--- src/apc_pkg.sv ---
// Shared constants, types and helper functions of the aliquot preimage counter.
package apc_pkg;

	localparam int TABLE_ENTRIES    = 1048576;
	localparam int COUNTER_MAX_BITS = 8;
	localparam int HIST_BINS        = 256;

	localparam int AW      = (TABLE_ENTRIES > 1) ? $clog2(TABLE_ENTRIES) : 1;
	localparam int HW      = $clog2(HIST_BINS);
	localparam int CLR_LEN = (TABLE_ENTRIES > HIST_BINS) ? TABLE_ENTRIES : HIST_BINS;
	localparam int CLR_W   = $clog2(CLR_LEN);

	localparam int BOUND_W    = 22;
	localparam int CB_W       = 4;
	localparam int NUM_W      = 32;
	localparam int SIG_W      = 34;
	localparam int T_W        = 36;
	localparam int BIN_W      = 8;
	localparam int IMG_W      = 5;
	localparam int HIST_W     = 21;
	localparam int CFG_IDX_W  = 2;
	localparam int CFG_DATA_W = 22;

	localparam int QUEUE_DEPTH = 4;
	localparam int QA_W        = $clog2(QUEUE_DEPTH);

	localparam logic [1:0] REQ_NUMBER = 2'd0;
	localparam logic [1:0] REQ_SQUARE = 2'd1;
	localparam logic [1:0] REQ_QUERY  = 2'd2;

	localparam logic [CFG_IDX_W-1:0] CFG_BOUND      = CFG_IDX_W'(0);
	localparam logic [CFG_IDX_W-1:0] CFG_COUNT_BITS = CFG_IDX_W'(1);

	localparam logic [BOUND_W-1:0] BOUND_RESET      = BOUND_W'(2097152);
	localparam logic [CB_W-1:0]    COUNT_BITS_RESET = CB_W'(8);

	typedef struct packed {
		logic [BOUND_W-1:0] bound;
		logic [CB_W-1:0]    count_bits;
	} cfg_t;

	typedef struct packed {
		logic clearing;
	} back_status_t;

	typedef struct packed {
		logic [1:0]       kind;
		logic             chain_en;
		logic [T_W-1:0]   t0;
		logic [SIG_W-1:0] sig;
		logic             extra_en;
		logic [SIG_W-1:0] extra_x;
		logic [BIN_W-1:0] bin;
	} work_item_t;

	typedef enum logic [3:0] {
		ST_CLEAR,
		ST_IDLE,
		ST_CHAIN,
		ST_EXTRA,
		ST_CRD,
		ST_CCHK,
		ST_HDEC,
		ST_HINC,
		ST_QRD,
		ST_QRES,
		ST_DONE
	} back_state_t;

	// Saturation value of a counter for the programmed width.
	function automatic logic [COUNTER_MAX_BITS:0] counter_limit(input logic [CB_W-1:0] cb);
		int eff;
		eff = int'(cb);
		if (eff < 1) eff = 1;
		if (eff > COUNTER_MAX_BITS) eff = COUNTER_MAX_BITS;
		return (COUNTER_MAX_BITS+1)'((1 << eff) - 1);
	endfunction

	// Even image, at least two, within bound and within the table.
	function automatic logic recordable(input logic [T_W-1:0] x, input logic [BOUND_W-1:0] bnd);
		return (x[0] == 1'b0) && (x >= T_W'(2)) && (x <= T_W'(bnd))
			&& (x[T_W-1:1] <= (T_W-1)'(TABLE_ENTRIES));
	endfunction

	function automatic logic [AW-1:0] rec_index(input logic [T_W-1:0] x);
		logic [T_W-2:0] h;
		h = x[T_W-1:1] - (T_W-1)'(1);
		return h[AW-1:0];
	endfunction

endpackage

--- src/apc_front.sv ---
// Front end: takes request beats, classifies them and works out chain start and extra image.
module apc_front (
	input  logic                           clk,
	input  logic                           arst_n,
	input  apc_pkg::back_status_t          status,
	input  logic                           in_valid,
	output logic                           in_ready,
	input  logic [1:0]                     req_type,
	input  logic [apc_pkg::NUM_W-1:0]      number,
	input  logic [apc_pkg::SIG_W-1:0]      divisor_sum,
	input  logic [apc_pkg::BIN_W-1:0]      bin,
	output logic                           push,
	output apc_pkg::work_item_t            push_data,
	input  logic                           q_full
);

	logic                          v_s1;
	logic [1:0]                    kind_s1;
	logic [apc_pkg::NUM_W-1:0]     n_s1;
	logic [apc_pkg::SIG_W-1:0]     sig_s1;
	logic [apc_pkg::BIN_W-1:0]     bin_s1;
	logic [apc_pkg::T_W-1:0]       three_sig_s1;
	logic [apc_pkg::NUM_W:0]       n_plus1_s1;

	logic                          load;
	logic [apc_pkg::T_W-1:0]       two_n;
	logic                          is_prime;

	assign in_ready = !status.clearing && (!v_s1 || !q_full);
	assign load     = in_valid && in_ready;
	assign push     = v_s1;

	always_ff @(posedge clk or negedge arst_n) begin
		if (!arst_n) begin
			v_s1 <= 1'b0;
		end else if (load) begin
			v_s1 <= 1'b1;
		end else if (!q_full) begin
			v_s1 <= 1'b0;
		end
	end

	always_ff @(posedge clk) begin
		if (load) begin
			kind_s1      <= req_type;
			n_s1         <= number;
			sig_s1       <= divisor_sum;
			bin_s1       <= bin;
			three_sig_s1 <= apc_pkg::T_W'(divisor_sum) + apc_pkg::T_W'({divisor_sum, 1'b0});
			n_plus1_s1   <= {1'b0, number} + (apc_pkg::NUM_W+1)'(1);
		end
	end

	assign two_n    = apc_pkg::T_W'({n_s1, 1'b0});
	assign is_prime = (sig_s1 == apc_pkg::SIG_W'(n_plus1_s1));

	always_comb begin
		push_data.kind     = kind_s1;
		push_data.chain_en = (kind_s1 == apc_pkg::REQ_NUMBER) && !sig_s1[0]
			&& (three_sig_s1 >= two_n);
		push_data.t0       = three_sig_s1 - two_n;
		push_data.sig      = sig_s1;
		push_data.bin      = bin_s1;
		push_data.extra_en = 1'b0;
		push_data.extra_x  = apc_pkg::SIG_W'(n_plus1_s1);
		case (kind_s1)
			apc_pkg::REQ_NUMBER: begin
				push_data.extra_en = is_prime;
			end
			apc_pkg::REQ_SQUARE: begin
				// square excess sigma - n
				push_data.extra_en = !is_prime && (n_s1 > apc_pkg::NUM_W'(1))
					&& (sig_s1 >= apc_pkg::SIG_W'(n_s1));
				push_data.extra_x  = sig_s1 - apc_pkg::SIG_W'(n_s1);
			end
			default: begin
				push_data.extra_en = 1'b0;
			end
		endcase
	end

endmodule

--- config.mk ---
export PLATFORM = sky130hd
export DESIGN_NAME = apc_front
export DESIGN_NICKNAME = d
export VERILOG_FILES = /design/src/apc_pkg.sv /design/src/apc_front.sv
export SDC_FILE = /design/constraint.sdc
export NUM_CORES = 1
export LEC_CHECK = 0
export BUFFER_PORTS_ARGS = -buffer_cell sky130_fd_sc_hd__buf_2
export CAP_MARGIN = 20
export CORE_MARGIN = 2
export CORE_UTILIZATION = 52
export CTS_CLUSTER_DIAMETER = 40
export DETAILED_ROUTE_END_ITERATION = 8
export PLACE_DENSITY = 0.78
export SETUP_SLACK_MARGIN = 0.4
export SLEW_MARGIN = 20
export SYNTH_ARGS = -nofsm -noshare
export SYNTH_HDL_FRONTEND = slang
export SYNTH_SLANG_ARGS = --single-unit
--- constraint.sdc ---
create_clock -name clk -period 4.4 [get_ports clk]
set_input_delay 0.88 -clock clk [delete_from_list [all_inputs] [get_ports clk]]
set_output_delay 0.88 -clock clk [all_outputs]
set_load 0.005 [all_outputs]
* Yosys cells after proc, flatten, opt, wreduce, memory -nomap -nowiden
Index checks and enable logic that the tools add are counted.
Word-level totals: register bits 146, input port bits 81
Cells by class: $add $sub $neg 4, magnitude comparators 3, eq/ne operators 3, muxes and demuxes 4, reductions and logical operators 13
Operators with widths (number):
- 34-bit by 35-bit adder with 36-bit output | 1
- 36-bit by 33-bit greater-or-equal comparator with 1-bit output | 1
- 36-bit by 33-bit subtractor with 36-bit output | 1
- 34-bit by 33-bit == test with 1-bit output | 1
- 34-bit by 32-bit greater-or-equal comparator with 1-bit output | 1
- 34-bit two-way mux | 1
- 34-bit by 32-bit subtractor with 34-bit output | 1
- 32-bit by 1-bit adder with 33-bit output, second input constant | 1
- 32-bit by 1-bit greater-than comparator with 1-bit output, second input constant | 1
- 1-bit logical AND | 6
- 1-bit zero test | 5
- 2-bit by 1-bit == test with 1-bit output, second input constant | 1
- 2-bit zero test | 1
- 1-bit two-way mux | 2
- 2-bit by 1-bit != test with 1-bit output, second input constant | 1
- 1-bit case mux with 2 select lines | 1
- 1-bit logical OR | 1

* Logic depth before layout (Yosys ltp)
word-level depth 5, depth in mapped cells 12, mapped depth without buffers 12

* Worst setup path after synthesis
OpenSTA, ideal clock, no wires.
kind input -> register, from input q_full, to register bin_s1[0] (netlist name) (enable), setup time 0.522 ns, arrival 4.435 ns, data required time 3.878 ns, setup slack -0.557 ns, stages on the path 2, cells stage by stage a21oi_1 and2_1
On the way: longest elaborated chain between the ends 4
Ends and longest elaborated chain:
- from (decl) | RTL line apc_front.sv:14 | input logic q_full
- 1-bit zero test
- 1-bit logical OR | RTL line apc_front.sv:29 | assign in_ready = !status.clearing && (!v_s1 || !q_full);
- 1-bit logical AND | RTL line apc_front.sv:29
- 1-bit logical AND | RTL line apc_front.sv:30 | assign load = in_valid && in_ready;
- via load | RTL line apc_front.sv:25 | logic load;
- to (signal assigned) | RTL line apc_front.sv:48 | bin_s1 <= bin;
- to (decl) | RTL line apc_front.sv:21 | logic [apc_pkg::BIN_W-1:0] bin_s1;
The timed path passes the listed nets, and every way through them passes these cells. A chain may end at the register's enable or synchronous reset.

==> flow_metrics.tcl <==
set metrics [dict create \
    portBuffers 198 \
    placementRows 53 \
    grt-ovfl-total 0 \
    wl_mm 36.6 \
    crit_slowest_cell "edfxtp_1" \
    fin_nets 1565 \
    clk_latency_ps 420 \
    start_kind "flop" \
    synth_top_area_cell "edfxtp_1" \
    vias 10200 \
    drcViolationCount 0 \
    layout_min_cycle_time_ps 4250 \
    die_w_um 149 \
    grt_pass1_wl_mm 51.7 \
    outcome "completed" \
    setup_viol 0 \
    clk_pin_slew_worst_paths_ps 60 \
    track_usage 0.313 \
    p_clk_frac 0.326 \
    start_util 0.525 \
    cp_max_fo 4 \
    combPwrFrac 0.293 \
    viasPerCell 6.09 \
    synthFlopType "edfxtp_1" \
    synth.distinct_cells 65 \
    timing.fmax_mhz 235 \
    p_leak_nw 5.93 \
    slew_headroom 0.440 \
    grt_max_degree 146 \
    r2r-start "push$_DFFE_PN0P_" \
    worst-r2r-setup-slack_ps 2600 \
    wl_per_cell_um 21.9 \
    cp_slowest_stage_delay_ps 400 \
    hold_violations 0 \
    drtIter0Drc 1327 \
    setup_tns_ps 0 \
    crit_type "flop to output pin" \
    postCtsHoldBufs 0 \
    seq_area_frac_synth 0.398 \
    seq_power_share 0.381 \
    r2r_cells 3 \
    globalplace.congestion 0.993 \
    synth_edf_count 144 \
    p_int_mw 3.06 \
    htree_levels 4 \
    cp-end-kind "output pin" \
    power_switching_share 0.316 \
    tightest_slew_ps 840 \
    hp-class "input pin to asynchronous set/reset pin" \
    cts.path.max_buffers 2 \
    cts-root-buf "clkbuf_16" \
    synthTopCellsByArea "edfxtp_1 40%, ha_1 11%, xnor2_1 6.8%" \
    drv_cap 0 \
    cts_made_buffers 17 \
    pwr_density_cell_nw_per_um2 319 \
    area_delta_synth_final_pct 28.2 \
    required_ps 3520 \
    arrival_ps 3370 \
    antenna_found_initial 0 \
    drive_gt1_frac 0.301 \
    dieArea_um2 22200 \
    synth_warnings 0 \
    synth_seq_cells 145 \
    fin_crit_sh 0.965 \
    worstPathCellList "inv_1 -> ha_1 -> o21ai_2 -> a21oi_4 -> o311ai_2 -> buf_4 -> a21oi_4 -> o41ai_2 -> buf_4 -> o21ai_0 -> a31oi_1 -> xor2_1 -> o21ai_0 -> buf_2" \
    cts_sinks 145 \
    io_pins 199 \
    syn_inst 1123 \
    async_reset_ff_frac 0.00690 \
    yosysMostFrequentCell "edfxtp_1" \
    syn_area_um2 10900 \
    die_height_um 149 \
    fillCellCount 1588 \
    core_area_um2 20800 \
    slew_viol_final 0 \
    syn_avg_cell_area_um2 9.74 \
    cts_tree "done" \
    max-vdd-ir-drop_uv 266 \
    antenna_cells 0 \
    first_pass_iters 6 \
    grt_pass1_vias 9042 \
    fin_skew_ps 9.48 \
    final_util 0.673 \
    regToRegEndpoint "three_sig_s1[25]$_DFFE_PP_" \
    hpwl_mm 27.3 \
    yosys-top-cells-count "144 x edfxtp_1, 100 x ha_1, 97 x nand2_1, 94 x a21oi_1, 85 x xnor2_1" \
    p_sw_mw 1.42 \
    synthDominantCellAreaShare 0.395 \
    rsz0062_at_grt "true" \
    syn_nets 1307 \
    postRouteAntennaNets 0 \
]
## area by class of cell
type | count | area [um2] | area share
clock buffer | 19 | 443 | 0.0316
timing repair buffer | 264 | 1520 | 0.108
multi-input combinational | 888 | 6990 | 0.498
tap | 275 | 344 | 0.0245
clock inverter | 13 | 136 | 0.00973
inverter | 65 | 244 | 0.0174
sequential | 145 | 4350 | 0.310
## cell families (layout without fill, tap and decap cells)
family | Yosys count | count (layout) | synth area share
xor gates and xnor gates | 149 | 149 | 0.119
adders and majority gates | 103 | 103 | 0.120
and+or+nand+nor | 318 | 318 | 0.145
buffers and inverters | 90 | 361 | 0.0316
AOI/OAI and AO/OA | 317 | 317 | 0.186
muxes | 1 | 1 | 0.000915
DFF | 145 | 145 | 0.398
## layer usage
metal  up-vias  track usage  part of all wire
li1       4699            -                 -
met1      4790        0.475              0.43
met2       594        0.438              0.42
met3        85       0.0560              0.10
met4         0        0.132             0.042
met5         -            0                 0
## sequential cells by signal, summed over array words and instances (netlist names)
register and cells:
n_plus1_s1 33, push 1, kind_s1 2, sig_s1 34
three_sig_s1 35, n_s1 32, bin_s1 8
## worst max-delay path: cells and delay by family, from the launching register on
family | cells | cell delay, ps
xor gates and xnor gates | 1 | 250
DFF | 1 | 400
buffers and inverters | 4 | 670
AOI/OAI and AO/OA | 8 | 1320
adders and majority gates | 1 | 300
## worst max-delay path by stage
stage,startpoint,endpoint,depth (start not counted)
detailed placement,n_s1[1]$_DFFE_PP_,push_data[33],12
CTS,n_s1[12]$_DFFE_PP_,push_data[41],12
floorplan,sig_s1[12]$_DFFE_PP_,push_data[41],10
finish,n_s1[3]$_DFFE_PP_,push_data[38],14
global route,n_s1[12]$_DFFE_PP_,push_data[41],12
global placement,sig_s1[0]$_DFFE_PP_,push_data[34],15
## per-stage QoR
stage          setup WS (ps)  hold WS, ps  std cells  instance area, um2  total power, mW
3_3_place_gp             357          482       1580               12300             2.81
3_5_place_dp             272          495       1580               12300             2.83
5_1_grt                 41.4          201       1669               14000             4.64
4_1_cts                  194          201       1641               13400             4.34
2_1_floorplan            734          496       1123               10900             2.41
6_report                 153          216       1669               14000             4.48
## layout by cell type, fill, tap and decap left out, drive strengths merged, types with 3 or more instances in the layout
master and n:
xor2 64, o31ai 12, nand4 29, a31o 4, a21oi 97, a221oi 4
ha 100, clkinv 8, a211oi 8, o21bai 13, nor2b 12, clkbuf 19
nand2b 13, a21o 53, a211o 3, or2 5, nand3 28, xnor2 85
o311ai 3, o21a 12, and2 5, o21ai 75, o211ai 9, nor3 19
buf 264, or3 7, edfxtp 144, nor4 19, fa 3, or4 3
a31oi 4, nand2 97, inv 67, nor2 54, and3 22
## power by group through the flow
stage	combinational [mW]	sequential [mW]	clock (mW)
floorplan	0.721	1.69	0
CTS	1.18	1.70	1.46
global placement	1.09	1.72	0
global route	1.41	1.71	1.52
detailed placement	1.10	1.72	0
finish	1.31	1.71	1.46
## timing repair
item / in CTS / in global routing
resized for setup: 78 / 77
setup endpoints to repair: 38 / 32
pin swaps: 17 / 37
setup buffers: 29 / 28
Power figures use the tool's default switching activity.
