<file path="config.mk">
export PLATFORM = sky130hd
export DESIGN_NAME = apc_queue
export DESIGN_NICKNAME = d
export VERILOG_FILES = /design/src/apc_pkg.sv /design/src/apc_queue.sv
export SDC_FILE = /design/constraint.sdc
export NUM_CORES = 1
export LEC_CHECK = 0
export BUFFER_PORTS_ARGS = -buffer_cell sky130_fd_sc_hd__buf_2
export CORE_AREA = 2 2 180 182
export CTS_CLUSTER_SIZE = 28
export DETAILED_ROUTE_END_ITERATION = 7
export DIE_AREA = 0 0 182 184
export PLACE_DENSITY = 0.82
export SLEW_MARGIN = 30
export SYNTH_ARGS = -nofsm -noshare
export SYNTH_HDL_FRONTEND = slang
export SYNTH_SLANG_ARGS = --single-unit
</file>
<file path="constraint.sdc">
create_clock -name clk -period 5.1 [get_ports clk]
set_input_delay 0.255 -clock clk [delete_from_list [all_inputs] [get_ports clk]]
set_output_delay 0.255 -clock clk [all_outputs]
set_load 0.01 [all_outputs]
</file>
<file path="src/apc_pkg.sv">
// Shared constants, types and helper functions of the aliquot preimage counter.
package apc_pkg;

	localparam int TABLE_ENTRIES    = 1048576;
	localparam int COUNTER_MAX_BITS = 8;
	localparam int HIST_BINS        = 256;

	localparam int AW      = (TABLE_ENTRIES > 1) ? $clog2(TABLE_ENTRIES) : 1;
	localparam int HW      = $clog2(HIST_BINS);
	localparam int CLR_LEN = (TABLE_ENTRIES > HIST_BINS) ? TABLE_ENTRIES : HIST_BINS;
	localparam int CLR_W   = $clog2(CLR_LEN);

	localparam int BOUND_W    = 22;
	localparam int CB_W       = 4;
	localparam int NUM_W      = 32;
	localparam int SIG_W      = 34;
	localparam int T_W        = 36;
	localparam int BIN_W      = 8;
	localparam int IMG_W      = 5;
	localparam int HIST_W     = 21;
	localparam int CFG_IDX_W  = 2;
	localparam int CFG_DATA_W = 22;

	localparam int QUEUE_DEPTH = 4;
	localparam int QA_W        = $clog2(QUEUE_DEPTH);

	localparam logic [1:0] REQ_NUMBER = 2'd0;
	localparam logic [1:0] REQ_SQUARE = 2'd1;
	localparam logic [1:0] REQ_QUERY  = 2'd2;

	localparam logic [CFG_IDX_W-1:0] CFG_BOUND      = CFG_IDX_W'(0);
	localparam logic [CFG_IDX_W-1:0] CFG_COUNT_BITS = CFG_IDX_W'(1);

	localparam logic [BOUND_W-1:0] BOUND_RESET      = BOUND_W'(2097152);
	localparam logic [CB_W-1:0]    COUNT_BITS_RESET = CB_W'(8);

	typedef struct packed {
		logic [BOUND_W-1:0] bound;
		logic [CB_W-1:0]    count_bits;
	} cfg_t;

	typedef struct packed {
		logic clearing;
	} back_status_t;

	typedef struct packed {
		logic [1:0]       kind;
		logic             chain_en;
		logic [T_W-1:0]   t0;
		logic [SIG_W-1:0] sig;
		logic             extra_en;
		logic [SIG_W-1:0] extra_x;
		logic [BIN_W-1:0] bin;
	} work_item_t;

	typedef enum logic [3:0] {
		ST_CLEAR,
		ST_IDLE,
		ST_CHAIN,
		ST_EXTRA,
		ST_CRD,
		ST_CCHK,
		ST_HDEC,
		ST_HINC,
		ST_QRD,
		ST_QRES,
		ST_DONE
	} back_state_t;

	// Saturation value of a counter for the programmed width.
	function automatic logic [COUNTER_MAX_BITS:0] counter_limit(input logic [CB_W-1:0] cb);
		int eff;
		eff = int'(cb);
		if (eff < 1) eff = 1;
		if (eff > COUNTER_MAX_BITS) eff = COUNTER_MAX_BITS;
		return (COUNTER_MAX_BITS+1)'((1 << eff) - 1);
	endfunction

	// Even image, at least two, within bound and within the table.
	function automatic logic recordable(input logic [T_W-1:0] x, input logic [BOUND_W-1:0] bnd);
		return (x[0] == 1'b0) && (x >= T_W'(2)) && (x <= T_W'(bnd))
			&& (x[T_W-1:1] <= (T_W-1)'(TABLE_ENTRIES));
	endfunction

	function automatic logic [AW-1:0] rec_index(input logic [T_W-1:0] x);
		logic [T_W-2:0] h;
		h = x[T_W-1:1] - (T_W-1)'(1);
		return h[AW-1:0];
	endfunction

endpackage

</file>
<file path="src/apc_queue.sv">
// Short queue of classified work items between front end and back end.
module apc_queue (
	input  logic                 clk,
	input  logic                 arst_n,
	input  logic                 push,
	input  apc_pkg::work_item_t  push_data,
	output logic                 full,
	input  logic                 pop,
	output apc_pkg::work_item_t  pop_data,
	output logic                 empty
);

	apc_pkg::work_item_t          slots_q [apc_pkg::QUEUE_DEPTH];
	logic [apc_pkg::QA_W-1:0]     wr_ptr_q;
	logic [apc_pkg::QA_W-1:0]     rd_ptr_q;
	logic [apc_pkg::QA_W:0]       count_q;
	logic                         do_push;
	logic                         do_pop;

	assign full     = (count_q == (apc_pkg::QA_W+1)'(apc_pkg::QUEUE_DEPTH));
	assign empty    = (count_q == '0);
	assign do_push  = push && !full;
	assign do_pop   = pop && !empty;
	assign pop_data = slots_q[rd_ptr_q];

	always_ff @(posedge clk or negedge arst_n) begin
		if (!arst_n) begin
			wr_ptr_q <= '0;
			rd_ptr_q <= '0;
			count_q  <= '0;
		end else begin
			if (do_push) wr_ptr_q <= wr_ptr_q + apc_pkg::QA_W'(1);
			if (do_pop)  rd_ptr_q <= rd_ptr_q + apc_pkg::QA_W'(1);
			if (do_push && !do_pop) begin
				count_q <= count_q + (apc_pkg::QA_W+1)'(1);
			end else if (do_pop && !do_push) begin
				count_q <= count_q - (apc_pkg::QA_W+1)'(1);
			end
		end
	end

	always_ff @(posedge clk) begin
		if (do_push) slots_q[wr_ptr_q] <= push_data;
	end

endmodule

</file>
Word level (Yosys, flattened, before mapping). Memories as Yosys holds them, arrays and structs flattened. Cells that the tools add are included.

Input bits: 120. RAM bits: 464. Word-level logic and storage cells: 23. Register bits: 7. Output and inout bits: 118. Memories kept: 1.

$add $sub $neg: 4. Reductions and logical operators: 10. Equal/unequal tests: 1. Mux-type cells: 4.

Memories: slots_q (words 4, width 116, read ports 1, clocked after memory_dff 0, wr ports 1, line apc_queue.sv:13) `apc_pkg::work_item_t slots_q [apc_pkg::QUEUE_DEPTH];`.

Operators with widths (number): $mux W3 (2); $add A2 B1 Y2 const B (2); $logic_and A1 B1 Y1 (4); $logic_not A1 Y1 (4); $add A3 B1 Y3 const B (1); $eq A3 B3 Y1 const B (1); $logic_not A3 Y1 (1); $sub A3 B1 Y3 const B (1); $mux W1 (2); $reduce_bool A2 Y1 (1).

Longest topological paths before layout. Gate-level depths: netlist of run 1.

Depth after elaboration: 7. Mapped depth: 9. Depth with buffers taken out: 8.

Worst setup path after synthesis of run 1. OpenSTA, ideal clock, no wires.

Path type: register to register. From: register count_q[2] in the netlist's numbering. To: memory slots_q[0][0] in the netlist's numbering (enable). Setup time: 0.489 ns. Stages on the path, launching flop included: 5. Slack: 1.110 ns. Period minus slack after synthesis: 3.990 ns. Required time: 4.611 ns. Arrival time: 3.501 ns. Path buffers: 1. Path through: dfrtp_1 -> nor3b_2 -> nor2b_1 -> buf_2 -> and2_1.

Word-level cells in the longest chain between the ends: 5.

Ends and longest elaborated chain: from (decl) (line apc_queue.sv:16) `logic [apc_pkg::QA_W:0] count_q;`; from (signal assigned) (line apc_queue.sv:35) `count_q <= count_q + (apc_pkg::QA_W+1)'(1);`; from (signal assigned) (line apc_queue.sv:37) `count_q <= count_q - (apc_pkg::QA_W+1)'(1);`; $eq A3 B3 Y1 (line apc_queue.sv:20) `assign full = (count_q == (apc_pkg::QA_W+1)'(apc_pkg::QUEUE_DEPTH));`; via full (line apc_queue.sv:7) `output logic full,`; $logic_not A1 Y1 (line apc_queue.sv:22) `assign do_push = push && !full;`; $logic_and A1 B1 Y1 (line apc_queue.sv:22); via do_push (line apc_queue.sv:17) `logic do_push;`; $mux W1 (line apc_queue.sv:43) `if (do_push) slots_q[wr_ptr_q] <= push_data;`; $mux W1 (implied by the code) (line apc_queue.sv:43); to (decl) (line apc_queue.sv:13).

The timed path passes the listed nets, and every way through them passes these cells.

==> summary.txt, run 1 <==
Place
  • Final GP Congestion: 0.697
  • Post-DP HPWL: 19.5 mm
  • Port Buf Inserts: 237

Critical path
  • Worst Setup Start Kind: flop
  • Largest stage delay on the critical path: 0.79 ns
  • Critical Path End Type: primary output
  • Critical path class: reg2out
  • CP Cell Sequence: buf_4, mux4_2, buf_2
  • Worst path slowest cell: dfrtp_4
  • CP required: 4.85 ns
  • CP Max Fanout: 43
  • CP arrival: 2.58 ns

Layout
  • Leading cell type in the layout, fill and taps excluded: edfxtp_1
  • Most frequent cells in the layout: edfxtp_1 (464), buf_2 (237), dlygate4sd3_1 (117), mux4_2 (116), clkbuf_16 (47)
  • NumNets Final: 1,158
  • Area grow syn2layout: 26.9%
  • Filler cells: 1,874
  • Share of layout cells above drive strength 1: 0.420

CTS
  • Post-CTS resize count: 0
  • Clock buffer depth: 3
  • CTS buffer count: 47
  • CTS sink cnt: 471
  • Worst-path clk slew: 0.06 ns
  • Post-CTS Setup Repair Bufs: 0
  • TritonCTS clock tree: yes
  • Hold Buf Count CTS: 117
  • Root buf cell: clkbuf_16
  • Skew-Pair Late Insertion Delay: 0.53 ns
  • H-tree Lvls: 2

Floorplan
  • Die Wd: 182 µm
  • DIE HEIGHT: 184 µm
  • Rows: 65
  • DIE AREA: 0.0335 mm²
  • Io pins: 238
  • Initial Util: 0.545
  • Core area: 0.0314 mm²

STA
  • Hold_ws: 0.0391 ns
  • Final period util: 0.557
  • Crit path time final: 2.84 ns
  • Setup violators final: 0
  • Fin. Hold Viols: 0
  • Setup Skew: 0.0194 ns
  • RSZ-0062 raised after global routing: false
  • Fin. max-slew vios: 0
  • Slew @ Worst Pin: 0.649 ns
  • Setup_tns: 0 ns
  • Slew HR: 0.567
  • Highest Clock Rate: 0.352 GHz

Routing
  • Vias per std cell: 5.60
  • Detailed-route DRC error count: 0
  • Drt total wl: 34.9 mm
  • Wire per inst: 23.7 µm
  • Iteration-0 DRC Markers: 598
  • Vias: 8,237
  • Pre-antenna DRT Iters: 4
  • Post-DRT Antenna Nets: 0

Synth
  • Synthesized flop and latch total: 471
  • Dominant cells by area after synthesis: edfxtp_1 (81%), mux4_2 (15%), dfrtp_1 (1.0%)
  • Synthesized area: 0.0171 mm²
  • Mapped Cells: 642
  • Largest area contributor in the netlist: edfxtp_1
  • Synth Warn #: 0
  • Syn nets: 768
  • Top cell type's share of synthesized area: 0.814
  • Mapped Avg Cell Area: 26.7 µm²
  • Unique masters post-synth: 21
  • Register area share after synthesis: 0.825

Power
  • P_leak: 7.52 nW
  • Power per Cell Area: 577 mW/mm²
  • Worst VDD drop: 590 µV

Global routing
  • Gr usage total: 0.212
  • First-pass GRT wire length: 52.8 mm
  • Antenna violations before repair: 3
  • Pin count of the biggest net entering global routing: 52
  • Number of global-route vias before repair: 9,125
  • Total grt overflow: 0

Run status
  • Status: finished, final reports clean

Run
  • Max Cap Viol: 0

Worst hold path
  • Worst hold path class: in2reg
==> Yosys cell counts, drive strengths merged <==
master,n
xnor2,4
nand3,1
dfrtp,7
inv,4
or3,1
nand2,1
nor3b,1
mux2,2
and2,4
ha,5
nor2,1
mux4,116
edfxtp,464
xor2,2
fa,1
buf,20
nor2b,1
clkbuf,7
==> stage by stage <==
| step | power, mW | setup WS (ns) | util | instances | instance area (µm²) |
|---|---|---|---|---|---|
| 3_5_place_dp | 8.96 | 2.44 | 0.603 | 1268 | 18900 |
| 3_3_place_gp | 8.81 | 2.27 | 0.599 | 1263 | 18800 |
| 4_1_cts | 12.6 | 2.20 | 0.691 | 1468 | 21700 |
| 2_1_floorplan | 7.64 | 1.11 | - | 642 | 17100 |
| 6_report | 12.5 | 2.26 | 0.691 | 1471 | 21700 |
| 5_1_grt | 13.1 | 2.12 | 0.691 | 1470 | 21700 |
==> flip-flops by register name, indices dropped and copies added, names as in the netlist <==
register,cells
slots_q,464
count_q,3
rd_ptr_q,2
wr_ptr_q,2
==> cells by family (layout without fill, tap and decap cells) <==
kind of cell  Yosys count  count (layout)  synth area share
other cells             0               3                 0
buf+inv                31             455           0.00987
xor+xnor                6               6           0.00307
mux                   118             118             0.154
simple gates           10              10           0.00366
flops                 471             471             0.825
fa+ha+maj               6               6           0.00483
==> critical path: cells and delay by family (launching register included) <==
family | cells | cell delay [ns]
flip-flops | 1 | 0.79
buffers and inverters | 2 | 0.78
multiplexers | 1 | 0.44
==> power by group <==
| group | switching (mW) | leakage [nW] | internal (mW) |
|---|---|---|---|
| registers | 0.299 | 4.33 | 5.12 |
| clock network | 1.37 | 0.785 | 2.20 |
| logic | 1.87 | 2.40 | 1.66 |
| total | 3.54 | 7.52 | 8.97 |
==> final timing paths <==
path / from / to / slack [ns] / cells past startpoint
worst max register to register: count_q[2]$_DFFE_PN0P_ / slots_q[1][20]$_DFFE_PP_ / 2.41 / 5
worst min register to register: count_q[2]$_DFFE_PN0P_ / count_q[2]$_DFFE_PN0P_ / 0.49 / 1
worst max-delay path: rd_ptr_q[1]$_DFFE_PN0P_ / pop_data[87] / 2.26 / 3
worst min-delay path: pop / rd_ptr_q[1]$_DFFE_PN0P_ / 0.04 / 3
min in group asynchronous: arst_n / wr_ptr_q[1]$_DFFE_PN0P_ / 0.09 / 2
max in group asynchronous: arst_n / rd_ptr_q[1]$_DFFE_PN0P_ / 4.83 / 2
==> cell type report <==
| class | instances | area (µm²) | area share |
|---|---|---|---|
| repair buffers | 368 | 2610 | 0.120 |
| flip-flops and latches | 471 | 14100 | 0.650 |
| multi-input cells | 140 | 2840 | 0.131 |
| well taps | 402 | 503 | 0.0232 |
| clock buffers | 56 | 1210 | 0.0557 |
| inverters | 4 | 15.0 | 0.000692 |
| clock inverters | 27 | 403 | 0.0186 |
| diodes | 3 | 7.51 | 0.000346 |
==> routing by layer <==
layer | part of all wire | track usage | wire length (µm) | up-vias
met5 | 0 | 0 | 0 | -
met4 | 0.020 | 0.0577 | 690 | 0
met3 | 0.077 | 0.0569 | 2690 | 52
met2 | 0.53 | 0.371 | 18300 | 340
met1 | 0.38 | 0.265 | 13200 | 4280
li1 | - | - | - | 3565
No activity file was read; power rests on OpenSTA's default activity.
==> inputs of run 2 (changes only) <==
- clock period: 5.1 -> 2.7 ns (I/O delays scaled with it)
==> run 2 against run 1 <==
Compared with the run above: critical path depth unchanged; combinational power up 95%; utilization decreased by 0.56 points; worst hold slack better by 0.038 ns; global-route usage fell by 0.26 points; die area did not move; clock skew increased by 0.015 ns; cell area shrank 0.81%; largest cell class unchanged.
==> summary.txt, run 2 (synthesized netlist as in run 1, its figures left out) <==
Routing
  • Vias: 8,208 (-0.35%)
  • Drt total wl: 34.3 mm (-1.7%)
  • WL met3: 2.91 mm (+8.0%)
  • Iteration-0 DRC Markers: 623 (+4.2%)
  • Metal1 wirelength: 12.6 mm (-4.1%)
  • Vias per std cell: 5.57 (-0.49%)
  • Max layer used: met5
  • Post-DRT Antenna Nets: 0 (unchanged)
  • Detailed-route DRC error count: 0 (unchanged)
  • Metal2 WL: 18.1 mm (-0.99%)
  • Wire per inst: 23.3 µm (-1.8%)
  • Pre-antenna DRT Iters: 4 (unchanged)

Place
  • Final GP Congestion: 0.681 (-2.3%)
  • Post-Place Cell Area: 0.0190 mm² (+0.58%)
  • Port Buf Inserts: 237 (unchanged)
  • Dpl ws: 0.552 ns (-1.89 ns)
  • Post-DP HPWL: 19.4 mm (-0.44%)

Floorplan
  • Die Wd: 182 µm (unchanged)
  • Core area: 0.0314 mm² (unchanged)
  • DIE HEIGHT: 184 µm (unchanged)
  • Io pins: 238 (unchanged)
  • Rows: 65 (unchanged)
  • DIE AREA: 0.0335 mm² (unchanged)
  • Initial Util: 0.545 (unchanged)

Layout
  • Area grow syn2layout: 25.8%
  • Biggest regs: slots_q: 464 flops, count_q: 3 flops
  • Biggest register: slots_q
  • Most frequent cells in the layout: edfxtp_1 (464), buf_2 (237), dlygate4sd3_1 (119), mux4_2 (116), clkbuf_16 (45)
  • Filler cells: 1,900 (+1.4%)
  • Share of layout cells above drive strength 1: 0.408 (-0.0128)
  • Leading cell type in the layout, fill and taps excluded: edfxtp_1
  • Final core occ: 0.686 (-0.00558)
  • NumNets Final: 1,164 (+0.52%)
  • Max FFs per register: 464 (unchanged)
  • Finished Cell Area: 0.0215 mm² (-0.81%)

Critical path
  • Top Family by Delay on Critical Path: flip-flops
  • CP Cell Sequence: buf_12, mux4_2, buf_2
  • CP startpoint: rd_ptr_q[0]$_DFFE_PN0P_
  • WP depth: 3 (unchanged)
  • CP Max Fanout: 35 (-19%)
  • Critical path class: reg2out
  • Critical Path End Type: primary output
  • Worst Setup Start Kind: flop
  • Worst path slowest cell: dfrtp_4
  • CP endpoint: pop_data[58]
  • Largest stage delay on the critical path: 0.65 ns (-0.14 ns)
  • R2r endpoint: count_q[2]$_DFFE_PN0P_
  • R2R Setup Slk: 0.54 ns (-1.87 ns)
  • FF-to-FF Start: count_q[0]$_DFFE_PN0P_
  • Buf/Inv on CP: 2 (unchanged)
  • CP arrival: 2.33 ns (-0.25 ns)
  • CP required: 2.57 ns (-2.28 ns)
  • Worst r2r path cells: 8 (+3)

Global routing
  • Antenna violations before repair: 7 (+4)
  • Pin count of the biggest net entering global routing: 85 (+63%)
  • Total grt overflow: 0 (unchanged)
  • Number of global-route vias before repair: 8,901 (-2.5%)
  • First-pass GRT wire length: 52.4 mm (-0.89%)
  • Gr usage total: 0.209 (-0.00262)

Power
  • Power per Cell Area: 1050 mW/mm² (+82%)
  • Switching power total: 6.59 mW (+86%)
  • Sw frac: 0.291 (+0.00820)
  • Clk pwr share: 0.249 (-0.036)
  • Internal: 16.0 mW (+79%)
  • Comb pwr share: 0.305 (+0.023)
  • Worst VDD drop: 744 µV (+26%)
  • Sequential cell fraction of total power: 0.446 (+0.013)
  • P_leak: 7.42 nW (-1.3%)

Run status
  • Status: finished, final reports clean

Run
  • Max Cap Viol: 0 (unchanged)

CTS
  • TritonCTS clock tree: yes
  • Post-CTS resize count: 0 (unchanged)
  • H-tree Lvls: 2 (unchanged)
  • CTS sink cnt: 471 (unchanged)
  • Post-CTS Setup Repair Bufs: 0 (unchanged)
  • Skew-Pair Late Insertion Delay: 0.54 ns (about the same)
  • Worst-path clk slew: 0.06 ns (about the same)
  • CTS buffer count: 45 (-4.3%)
  • Root buf cell: clkbuf_16
  • Hold Buf Count CTS: 119 (+1.7%)
  • Clock buffer depth: 3 (unchanged)

STA
  • Highest Clock Rate: 0.406 GHz
  • Final WS setup: 0.235 ns (-2.03 ns)
  • Fin. Hold Viols: 0 (unchanged)
  • Slew HR: 0.606 (+0.0385)
  • Slew @ Worst Pin: 0.591 ns (-0.0578 ns)
  • Setup violators final: 0 (unchanged)
  • Final period util: 0.913
  • Fin. max-slew vios: 0 (unchanged)
  • Setup Skew: 0.0348 ns (+0.0153 ns)
  • RSZ-0062 raised after global routing: false
  • Crit path time final: 2.46 ns

Worst hold path
  • HP Start: push
  • Worst hold path class: in2reg
[run 2: cell types whose count changed in the layout (fill, tap and decap cells not counted), sizes merged]
cell / delta
clkinvlp: -3
diode: +3
buf: +6
dlygate4sd3: +2
clkbuf: -2
bufinv: -9
inv: -1
clkinv: +6
[run 2: metal layers]
| layer | vias to the layer above | track usage |
|---|---|---|
| met3 | 51 | 0.0656 |
| met2 | 316 | 0.365 |
| met4 | 2 | 0.0535 |
| met5 | - | 0 |
| li1 | 3577 | - |
| met1 | 4262 | 0.258 |
[run 2: how the worst min path moves through the flow]
stage	end	slack (ns)	depth (start not counted)
5_1_grt	wr_ptr_q[0]$_DFFE_PN0P_	0.08	4
3_3_place_gp	rd_ptr_q[1]$_DFFE_PN0P_	-0.02	1
3_5_place_dp	count_q[2]$_DFFE_PN0P_	-0.02	1
4_1_cts	wr_ptr_q[0]$_DFFE_PN0P_	0.06	4
6_report	wr_ptr_q[0]$_DFFE_PN0P_	0.08	4
2_1_floorplan	count_q[0]$_DFFE_PN0P_	-0.16	0
[run 2: worst min-delay path: cells and delay by family]
kind          cells  cell delay, ns
buf+inv           2            0.26
simple gates      1            0.11
xor+xnor          1            0.07
[run 2: area by class of cell]
cell class                      count  area (µm²)  share of cell area
Tap cell                          402         503              0.0234
Clock buffer                       54        1160              0.0539
Sequential cell                   471       14100               0.656
Inverter                            4        15.0            0.000697
Clock inverter                     20         140             0.00651
Timing Repair Buffer              376        2740               0.127
Multi-Input combinational cell    140        2840               0.132
Antenna cell                        6        15.0            0.000697
[run 2: through the flow]
step	setup TNS, ns	std cells	power (mW)	hold WS, ns
global placement	0	1274	16.9	-0.0230
finish	0	1473	22.6	0.0769
CTS	0	1467	22.8	0.0637
detailed placement	0	1274	17.0	-0.0238
global route	0	1472	23.6	0.0840
floorplan	-0.349	642	14.3	-0.161
[run 2: power groups by stage]
stage	logic, mW	registers [mW]	clock network, mW
2_1_floorplan	4.27	10.1	0
3_3_place_gp	6.76	10.1	0
4_1_cts	7.02	10.1	5.73
5_1_grt	7.39	10.2	6.04
6_report	6.89	10.1	5.64
3_5_place_dp	6.82	10.2	0
==> inputs of run 3 (changes only) <==
- ABC_AREA: unset -> 1
- CORE_AREA: 2 2 180 182 -> 2 2 189 191
- DIE_AREA: 0 0 182 184 -> 0 0 191 193
==> run 3 against run 2 <==
Compared with the run above: final cell count grew 53%; die area grew 10%; worst hold slack gained 0.27 ns; first-iteration DRC count grew 31%; global-route usage is essentially flat; clock-buffer cell count grew 1; largest power group unchanged; clock skew shrank 0.026 ns; worst setup slack gained 0.030 ns; via count grew 43%; area after synthesis grew 11%; register-to-register slack gained 0.25 ns.
==> summary.txt, run 3 <==
Power
  • Worst VDD drop: 952 µV (+28%)
  • Total power: 24.3 mW (+7.6%)
  • P_leak: 9.35 nW (+26%)
  • Power per Cell Area: 1050 mW/mm² (+0.11%)

Synth
  • Mapped Cells: 1,414 (+120%)
  • Mapped Avg Cell Area: 13.4 µm² (-50%)
  • Dominant cells by area after synthesis: edfxtp_1 (73%), o211ai_1 (9.2%), nand2_1 (7.2%)
  • Async S/R FF share, synth: 0.0149 (unchanged)
  • Unique masters post-synth: 17 (-19%)
  • Largest area contributor in the netlist: edfxtp_1
  • Synth top cells by count: edfxtp_1 (464), nand2_1 (366), inv_1 (247), o211ai_1 (232), buf_6 (45)
  • Synth Warn #: 0 (unchanged)
  • Post-synth top flop: edfxtp_1
  • EDFF count, synth: 464 (unchanged)
  • Register area share after synthesis: 0.744 (-0.0811)
  • Synthesized area: 0.0190 mm² (+11%)
  • Top cell type's share of synthesized area: 0.734 (-0.0801)
  • Syn nets: 1,540 (+100%)
  • Count leader, synth: edfxtp_1
  • Synthesized flop and latch total: 471 (unchanged)

STA
  • Fin. max-slew vios: 0 (unchanged)
  • Highest Clock Rate: 0.411 GHz (+1.2%)
  • Final period util: 0.902 (-0.0111)
  • Setup Skew: 0.00866 ns (-0.0261 ns)
  • Slew HR: 0.494 (-0.112)
  • RSZ-0062 raised after global routing: false
  • Fin. Hold Viols: 0 (unchanged)
  • Crit path time final: 2.43 ns (-0.0300 ns)
  • Setup violators final: 0 (unchanged)
  • Slew @ Worst Pin: 0.759 ns (+0.167 ns)
  • Hold_ws: 0.351 ns (+0.274 ns)

Place
  • Post-DP HPWL: 20.9 mm (+7.4%)
  • Final GP Congestion: 0.776 (+14%)
  • Port Buf Inserts: 237 (unchanged)

Layout
  • Leading cell type in the layout, fill and taps excluded: edfxtp_1
  • Area occupied by multi-input gates: 0.00331 mm² (+16%)
  • Biggest register: slots_q
  • Max FFs per register: 464 (unchanged)
  • Share of layout cells above drive strength 1: 0.187 (-0.220)
  • Most frequent cells in the layout: edfxtp_1 (464), nand2_1 (365), inv_1 (246), buf_2 (237), o211ai_1 (232)
  • Filler cells: 2,320 (+22%)
  • Area grow syn2layout: 21.9%
  • NumNets Final: 1,886 (+62%)
  • Biggest regs: slots_q: 464 flops, count_q: 3 flops
  • Register area: 0.0141 mm² (about the same)

Critical path
  • Worst path slowest cell: dfrtp_1
  • CP arrival: 2.30 ns (-0.03 ns)
  • Critical path class: reg2out
  • CP Cell Sequence: inv_8, buf_12, nand2_1, o211ai_1, nand2_1, buf_2
  • Worst Setup Start Kind: flop
  • Largest stage delay on the critical path: 0.45 ns (-0.20 ns)
  • Most used cell, CP: nand2_1
  • CP required: 2.57 ns (about the same)
  • Worst r2r path cells: 9 (+1)
  • Critical Path End Type: primary output
  • CP Max Fanout: 92 (+160%)

Routing
  • Detailed-route DRC error count: 0 (unchanged)
  • Wire per inst: 17.3 µm (-26%)
  • Post-DRT Antenna Nets: 0 (unchanged)
  • Drt total wl: 39.0 mm (+14%)
  • Iteration-0 DRC Markers: 817 (+31%)
  • Vias per std cell: 5.20 (-6.7%)
  • Vias: 11,700 (+43%)
  • Pre-antenna DRT Iters: 6 (+2)

Run status
  • Status: finished, final reports clean

Run
  • Max Cap Viol: 0 (unchanged)

CTS
  • Post-CTS Setup Repair Bufs: 0 (unchanged)
  • CTS buffer count: 45 (unchanged)
  • TritonCTS clock tree: yes
  • CTS sink cnt: 471 (unchanged)
  • H-tree Lvls: 2 (unchanged)
  • Root buf cell: clkbuf_16
  • Worst-path clk slew: 0.06 ns (about the same)
  • Clock buffer depth: 3 (unchanged)
  • Skew-Pair Late Insertion Delay: 0.54 ns (about the same)

Global routing
  • Number of global-route vias before repair: 11,700 (+32%)
  • Total grt overflow: 0 (unchanged)
  • Gr usage total: 0.210 (+0.000376)
  • First-pass GRT wire length: 59.5 mm (+14%)
  • Pin count of the biggest net entering global routing: 119 (+40%)
  • Antenna violations before repair: 4 (-3)

Worst hold path
  • Worst hold path class: in2reg
  • Hold depth: 2 (-2)

Floorplan
  • Rows: 69 (+6.2%)
  • DIE AREA: 0.0369 mm² (+10%)
  • Initial Util: 0.543 (-0.00233)
  • Core area: 0.0350 mm² (+11%)
  • Io pins: 238 (unchanged)
  • DIE HEIGHT: 193 µm (+4.9%)
  • Die Wd: 191 µm (+4.9%)
==> run 3: cell types whose count changed in the layout (fill, tap and decap cells not counted), moves of 4 or more <==
cell / before / now
nand3_1: 1 / 6
nand2_1: 1 / 365
mux4_2: 116 / 0
and2_4: 4 / 0
clkinv_2: 3 / 10
inv_1: 4 / 246
o211ai_1: 0 / 232
clkbuf_1: 9 / 5
clkinv_1: 12 / 5
nor2_4: 0 / 4
==> run 3: worst paths after layout <==
kind                                              start                  endpoint  slack (ns)
worst max-delay path            rd_ptr_q[0]$_DFFE_PN0P_              pop_data[39]        0.27
worst min-delay path                      push_data[14]  slots_q[0][14]$_DFFE_PP_        0.35
worst max register to register   count_q[0]$_DFFE_PN0P_    count_q[1]$_DFFE_PN0P_        0.79
worst min register to register   count_q[2]$_DFFE_PN0P_    count_q[2]$_DFFE_PN0P_        0.53
max in group asynchronous                        arst_n   rd_ptr_q[1]$_DFFE_PN0P_        1.81
min in group asynchronous                        arst_n   wr_ptr_q[1]$_DFFE_PN0P_        0.62
==> run 3: area by class of cell <==
cell class | instances | area share
clock buffers | 55 | 0.0534
well taps | 461 | 0.0249
inverters | 249 | 0.0408
repair buffers | 375 | 0.117
diodes | 4 | 0.000433
multi-input cells | 618 | 0.143
flip-flops and latches | 471 | 0.610
clock inverters | 26 | 0.0107
==> run 3: logic make-up (layout without fill, tap and decap cells) <==
family / after synthesis / after routing / share of synthesized area
adders and majority gates: 6 / 6 / 0.00435
other: 0 / 4 / 0
xor gates and xnor gates: 1 / 1 / 0.000462
buffers and inverters: 325 / 705 / 0.0843
AOI/OAI and AO/OA: 233 / 233 / 0.0920
DFF: 471 / 471 / 0.744
and+or+nand+nor: 378 / 378 / 0.0754
==> run 3: through the flow <==
step | instance area (µm²) | setup TNS [ns] | utilization | setup WS (ns) | std cells
floorplan | 19000 | -54.46 | - | -0.133 | 1414
global placement | 20400 | 0 | 0.585 | 0.874 | 2054
detailed placement | 20400 | 0 | 0.585 | 0.793 | 2054
CTS | 23100 | 0 | 0.661 | 0.268 | 2255
global route | 23100 | 0 | 0.662 | 0.0835 | 2258
finish | 23100 | 0 | 0.662 | 0.265 | 2259
==> run 3: layer usage <==
metal  part of all wire  wire [µm]  up-vias  GRT usage
met5                  0          0        -          0
met4              0.018        695        0     0.0620
met3              0.074       2870       61     0.0456
met2               0.51      19700      401      0.378
met1               0.40      15700     5656      0.254
li1                   -          -     5630          -
==> run 3: critical path: cells and delay by family (launching register included) <==
kind                   cells  cell delay (ns)
flip-flops                 1             0.45
AO/OA/AOI/OAI              1             0.15
buffers and inverters      3             0.88
AND/OR/NAND/NOR            2             0.24
==> run 3: where the power goes <==
| group | total, mW | internal [mW] | switching (mW) |
|---|---|---|---|
| registers | 9.95 | 9.60 | 0.346 |
| logic | 8.19 | 2.72 | 5.46 |
| clock network | 6.20 | 3.65 | 2.56 |
==> run 3: repair_timing <==
| action | CTS | global route |
|---|---|---|
| hold buffers | 120 | 0 |
| resized for setup | 0 | 0 |
| hold endpoints to repair | 475 | 0 |
